File: src/hw/rtl/ptl_pkg.sv
// shared widths and types for the point to line distance datapath
package ptl_pkg;

	// coordinate width and everything derived from it
	localparam int CW    = 32;
	localparam int DW    = CW + 1;
	localparam int PW    = 2 * DW;
	localparam int XW    = PW + 1;
	localparam int MW    = PW;
	localparam int LOW   = (MW + 1) / 2;
	localparam int HIW   = MW - LOW;
	localparam int SW    = 2 * MW;
	localparam int NW    = SW + 2;
	localparam int DENW  = PW + 2;
	localparam int QW    = CW;
	localparam int DSHFT = 2 * (QW - 1);

	typedef logic signed [CW-1:0] coord_t;

	typedef struct packed {
		coord_t ax;
		coord_t ay;
		coord_t az;
		coord_t bx;
		coord_t by;
		coord_t bz;
		coord_t cx;
		coord_t cy;
		coord_t cz;
	} points_t;

	// front end result: squared cross norm over squared segment length
	typedef struct packed {
		logic            valid;
		logic [NW-1:0]   num;
		logic [DENW-1:0] den;
		logic            deg;
	} ratio_t;

	// state handed from one root cell to the next
	typedef struct packed {
		logic          valid;
		logic [NW-1:0] rem;
		logic [NW-1:0] ps;
		logic [NW-1:0] ds;
		logic [QW-1:0] root;
		logic          deg;
	} cell_t;

endpackage

File: src/hw/rtl/ptl_cell.sv
// one root cell: decides one result bit and hands the residue on
module ptl_cell (
	input  logic           clk,
	input  logic           arst_n,
	input  logic           en,
	input  ptl_pkg::cell_t up,
	output ptl_pkg::cell_t down
);
	logic [ptl_pkg::NW-1:0] delta;
	logic [ptl_pkg::NW-1:0] ps_sel;
	logic                   take;
	logic                   valid_q;
	ptl_pkg::cell_t         data_q;

	// trial: (2q+1 at this weight) times the divisor against the residue
	always_comb begin
		delta  = up.ps + up.ds;
		take   = (delta <= up.rem);
		ps_sel = take ? up.ps + (up.ds << 1) : up.ps;
	end

	always_ff @(posedge clk or negedge arst_n) begin
		if (!arst_n) begin
			valid_q <= 1'b0;
		end else if (en) begin
			valid_q <= up.valid;
		end
	end

	always_ff @(posedge clk) begin
		if (en) begin
			data_q.valid <= up.valid;
			data_q.rem   <= take ? up.rem - delta : up.rem;
			data_q.ps    <= ps_sel >> 1;
			data_q.ds    <= up.ds >> 2;
			data_q.root  <= {up.root[ptl_pkg::QW-2:0], take};
			data_q.deg   <= up.deg;
		end
	end

	always_comb begin
		down       = data_q;
		down.valid = valid_q;
	end

endmodule

File: config.mk
export PLATFORM = sky130hd
export DESIGN_NAME = ptl_cell
export DESIGN_NICKNAME = d
export VERILOG_FILES = /design/src/hw/rtl/ptl_pkg.sv /design/src/hw/rtl/ptl_cell.sv
export SDC_FILE = /design/constraint.sdc
export NUM_CORES = 1
export LEC_CHECK = 0
export ABC_CLOCK_PERIOD_IN_PS = 800
export BUFFER_PORTS_ARGS = -buffer_cell sky130_fd_sc_hd__buf_2
export CAP_MARGIN = 10
export CORE_AREA = 2 2 344 346
export CTS_CLUSTER_SIZE = 20
export DETAILED_ROUTE_END_ITERATION = 16
export DIE_AREA = 0 0 346 348
export SYNTH_ARGS = -nofsm -noshare
export SYNTH_HDL_FRONTEND = slang
export SYNTH_SLANG_ARGS = --single-unit
export TNS_END_PERCENT = 30
File: constraint.sdc
create_clock -name clk -period 0.8 [get_ports clk]
set_input_delay 0.16 -clock clk [delete_from_list [all_inputs] [get_ports clk]]
set_output_delay 0.16 -clock clk [all_outputs]
set_load 0.02 [all_outputs]
==> metrics.cfg, run 1 <==
[placed_design]
place_hpwl_um=188000
dp_slack_ns=-5.83
gp_congestion=1.05
place_area_um2=66300
numPortBuffers=870
dp_cells=9684

[critical_path]
cpLargestDelayFamily=compound AO/OA/AOI/OAI gates
cp-start-kind=input port
required_ns=1.21
cp_slowest_stage_delay_ns=0.35
crit_fanout=8
crit_arrival_ns=6.04
crit_path_end_kind=flop
slowest_stage=fa_2
crit_type=input port to flop
critical_path_buf_inv_count=6

[die]
dieArea_um2=120000
io_pins=875
dieWidth_um=346
coreArea_um2=117000
rows=126
initial_utilization_pct=36.2
die_h_um=348

[clock_network]
htree_levels=2
cts_buffer_depth=3
clk_latency_ns=0.66
clock_sinks=433
clockRootBuffer=clkbuf_16
cts_buffers=53
cts_tree=built
clk_pin_slew_ns=0.06

[sta]
whs_ns=0.00300
hold_viol_final=0
min_period_ns=5.63
finalSetupViolCount=812
finalSetupTns_ns=-1550.55
skew_ns=0
rsz0062_at_grt=yes
slew_headroom_pct=47.3
slew_viol_final=0
tightest_slew_ns=0.782
fin_crit_sh_pct=704
fmax_mhz=177
setup_ws_ns=-4.83

[global_route]
grtUsageTotal_pct=37.0
grt_max_degree=37
gr-total-overflow=0
grt_pass1_vias=54500
antenna_found_initial=40
grt_pass1_wl_um=338000

[power_and_ir_drop]
leakage_nw=35.2
peakVddDrop_mv=1.82
power_mw=159
power_density_nw_per_um2=2070
p_int_mw=90.9
p_comb_share_pct=63.6
switchingPower_mw=67.9
p_clk_share_pct=15.5
pwr-share-seq_pct=20.9
p_sw_share_pct=42.8

[cells_and_area]
post-route-util_pct=65.5
multi_input_area_um2=30400
nNetsFinal=9591
final-seq-area_um2=13000
postLayoutCellArea_um2=76600
fill_cells=9969
area_delta_synth_final_pct=81.0
drive_gt1_share_pct=45.9
final_cells=10400

[detailed_routing]
wl_per_cell_um=23.1
drt_first_pass_iters=6
drc_errors=0
vias=56000
routed_via_density=5.41
final_antenna_net_count=0
totalWireLength_um=239000
drt_iter0_drc=4958

[synth]
ys_warn_count=0
yosysUniqueCellTypes=103
synth_seq_cells=433
seq_area_frac_synth_pct=30.7
async_flop_share_pct=0.231
syn_area_per_cell_um2=8.20
netlist_instances=5161
ys.flop_type=edfxtp_1
synth_enable_flop_cells=432
netlist_area_um2=42300

[status]
status=complete, but fails checks
violations=negative setup slack

[min_path]
min_path_type=input port to flop

[run]
cap_violations=0

## tightest hold or removal path, stage by stage
cell and delay, ns:
buf_2 0.14, buf_4 0.13, mux2_4 0.14
## Yosys cell counts, types with 14 or more instances
cell | count | share of area [%]
o21bai_1 | 121 | 2.1
edfxtp_1 | 432 | 31
o21a_1 | 58 | 1.0
o21ai_0 | 362 | 4.3
nor4_1 | 28 | 0.41
nand3_1 | 54 | 0.64
nor3_1 | 75 | 0.89
or2_2 | 21 | 0.31
nor2_1 | 567 | 5.0
nand4_1 | 196 | 2.9
nor2b_1 | 33 | 0.49
and3_1 | 24 | 0.35
a211oi_1 | 29 | 0.51
inv_1 | 141 | 1.3
a21boi_0 | 14 | 0.25
clkbuf_1 | 167 | 1.5
a221oi_1 | 16 | 0.33
xnor2_1 | 245 | 5.1
o211ai_1 | 22 | 0.39
a31oi_1 | 40 | 0.59
buf_2 | 57 | 0.67
nand2b_1 | 38 | 0.56
xor2_1 | 135 | 2.8
or3_1 | 28 | 0.41
o31ai_1 | 29 | 0.51
a21o_1 | 188 | 3.3
and2_1 | 23 | 0.34
o21ai_1 | 45 | 0.53
a21oi_1 | 838 | 9.9
nand2_1 | 487 | 4.3
ha_1 | 399 | 12
buf_4 | 28 | 0.50
## power groups by stage
stage	sequential, mW	clock [mW]	combinational [mW]
floorplan	37.6	0	36.6
global placement	33.6	0	83.6
detailed placement	33.4	0	84.3
CTS	33.1	24.8	91.8
global route	33.3	25.7	107
finish	33.2	24.6	101
## registers in the layout, indices dropped and copies added (netlist names)
signal and count:
valid_q 1, down 432
## cell type report
| type | instances | share of cell area, % |
|---|---|---|
| Multi-Input combinational cell | 4330 | 39.7 |
| Timing Repair Buffer | 3781 | 37.6 |
| Sequential cell | 433 | 17.0 |
| Tap cell | 1536 | 2.51 |
| Clock buffer | 60 | 1.77 |
| Inverter | 142 | 0.730 |
| Clock inverter | 35 | 0.408 |
| Timing Repair inverter | 9 | 0.268 |
| Antenna cell | 28 | 0.0915 |
## routing by layer
layer / track usage (%) / vias to the layer above / wire length (um)
met4: 20.2 / 20 / 16600
met3: 5.41 / 636 / 18500
met2: 58.7 / 2477 / 104000
met5: 0 / - / 131
li1: - / 26400 / -
met1: 48.4 / 26500 / 99600
## path summary, 6_finish.rpt
kind | from | cells past startpoint | to | slack, ns
min in group asynchronous | arst_n | 3 | valid_q$_DFFE_PN0P_ | 0.34
setup reg to reg | valid_q$_DFFE_PN0P_ | 1 | valid_q$_DFFE_PN0P_ | 0.07
setup / recovery | up[33] | 33 | down[328]$_DFFE_PP_ | -4.83
hold reg to reg | valid_q$_DFFE_PN0P_ | 1 | valid_q$_DFFE_PN0P_ | 0.50
max in group asynchronous | arst_n | 3 | valid_q$_DFFE_PN0P_ | 0.35
hold / removal | up[260] | 3 | down[259]$_DFFE_PP_ | 0.003
## cell usage in the layout (no fill, tap or decap), drive strengths merged, types with 38 or more instances in the layout
cell	synthesis	layout
a21o	188	188
a21oi	847	847
a31oi	43	43
buf	87	3354
clkbuf	171	76
dlygate4sd3	0	411
edfxtp	432	432
ha	399	399
inv	142	149
nand2	488	488
nand2b	38	38
nand3	54	54
nand4	196	196
nor2	568	568
nor3	78	78
o21a	58	58
o21ai	411	411
o21bai	121	121
xnor2	245	245
xor2	135	135
## logic make-up after synthesis
group	count (synthesis)	share of synthesized area, %
buffers and inverters	400	4.01
multiplexers	4	0.101
AND/OR/NAND/NOR	1618	17.6
flip-flops	433	30.7
adder cells (fa/ha/maj)	402	11.9
other	1	0.00887
XOR/XNOR	380	7.87
AO/OA/AOI/OAI	1923	27.7
## what timing repair did
item,in CTS,in global routing
hold buffers,410,1
gates resized for setup,239,404
endpoints found under the hold margin,438,2
pin swaps,77,106
setup endpoints to repair,701,812
gates cloned,19,24
buffers inserted,37,61
No activity file was read; power rests on OpenSTA's default activity.
==> run 2, diff against run 1 <==
ABC_AREA = 1   (was default)
CORE_AREA = 2 2 343 345   (was 2 2 344 346)
DIE_AREA = 0 0 345 347   (was 0 0 346 348)
PLACE_DENSITY = 0.72   (was default)
==> run 2 against run 1 <==
  * The flow now stops in global routing
  * Synthesized area up 31%
  * Synthesized cell count up 86%
==> metrics.cfg, run 2 <==
[synth]
async_flop_share_pct=0.231  ; unchanged
synth_enable_flop_cells=432  ; unchanged
synth_common_cells=nand2_1 (3724), inv_1 (1783), nor2_1 (1123), a21oi_1 (629), edfxtp_1 (432)
yosysTopAreaCell=nand2_1
yosysUniqueCellTypes=42  ; -59%
ys_warn_count=0  ; unchanged
synth_area_leaders=nand2_1 (25%), edfxtp_1 (23%), inv_1 (12%)
synth.most_common_cell=nand2_1
yosysTopAreaCellShare_pct=25.3  ; -5.4 points
netlist_area_um2=55300  ; +31%
synth_seq_cells=433  ; unchanged
syn_area_per_cell_um2=5.77  ; -30%
seq_area_frac_synth_pct=23.5  ; -7.2 points
netlist_instances=9592  ; +86%
ys.flop_type=edfxtp_1

[placed_design]
gp_congestion=1.27  ; +21%
place_hpwl_um=294000  ; +57%
dp_slack_ns=-4.34  ; +1.49 ns
dp_cells=14400  ; +48%
numPortBuffers=870  ; unchanged

[global_route]
grt_max_degree=45
grt_pass1_vias=93500
grt_pass1_wl_um=631000
gr-total-overflow=317
grtUsageTotal_pct=71.1

[status]
failing_step=global routing
first-error=[ERROR GRT-0116] Global routing finished with congestion. Check the congestion regions in the DRC Viewer.
status=stopped before the end

[clock_network]
clockRootBuffer=clkbuf_16
htree_levels=2  ; unchanged
cts_buffers=51  ; -3.8%
clock_sinks=433  ; unchanged
cts_buffer_depth=3  ; unchanged

[die]
rows=125  ; -0.79%
io_pins=875  ; unchanged
die_h_um=347  ; -0.29%
dieWidth_um=345  ; -0.29%
initial_utilization_pct=47.8  ; +12 points

run 2: cell count changes after synthesis, moves of 49 or more:
cell and change:
nand2_1 +3237, inv_1 +1642, nor2_1 +556, nand3_1 +348
a21oi_1 -209, a21o_1 -177, xnor2_1 -177, clkbuf_1 -167
nand4_1 -98, nand3b_1 +89, o21bai_1 -70, buf_2 -49
run 2: metrics by stage:
step                area [um2]  hold WS, ns
CTS                      90600      -0.0167
detailed placement       80400      -0.0466
global placement         80400      -0.0477
floorplan                56000       -0.136
run 2: what timing repair did:
| action | 4_1_cts |
|---|---|
| pin swaps | 140 |
| hold buffers | 404 |
| gates resized for setup | 832 |
| endpoints found under the setup margin | 701 |
| endpoints found under the hold margin | 404 |
| gates cloned | 14 |
| buffers inserted | 69 |
run 2: logic make-up after synthesis:
group / synth area share [%]
simple gates: 40.5
xor+xnor: 3.42
buf+inv: 13.2
compound gates: 10.2
flops: 23.5
mux: 0.0203
other cells: 0.00678
fa+ha+maj: 9.13
run 2: routing by layer:
metal | GRT usage, % | GRT overflow
met1 | 72.1 | 8
met2 | 92.1 | 158
met3 | 46.8 | 9
met4 | 74.1 | 140
met5 | 23.1 | 2
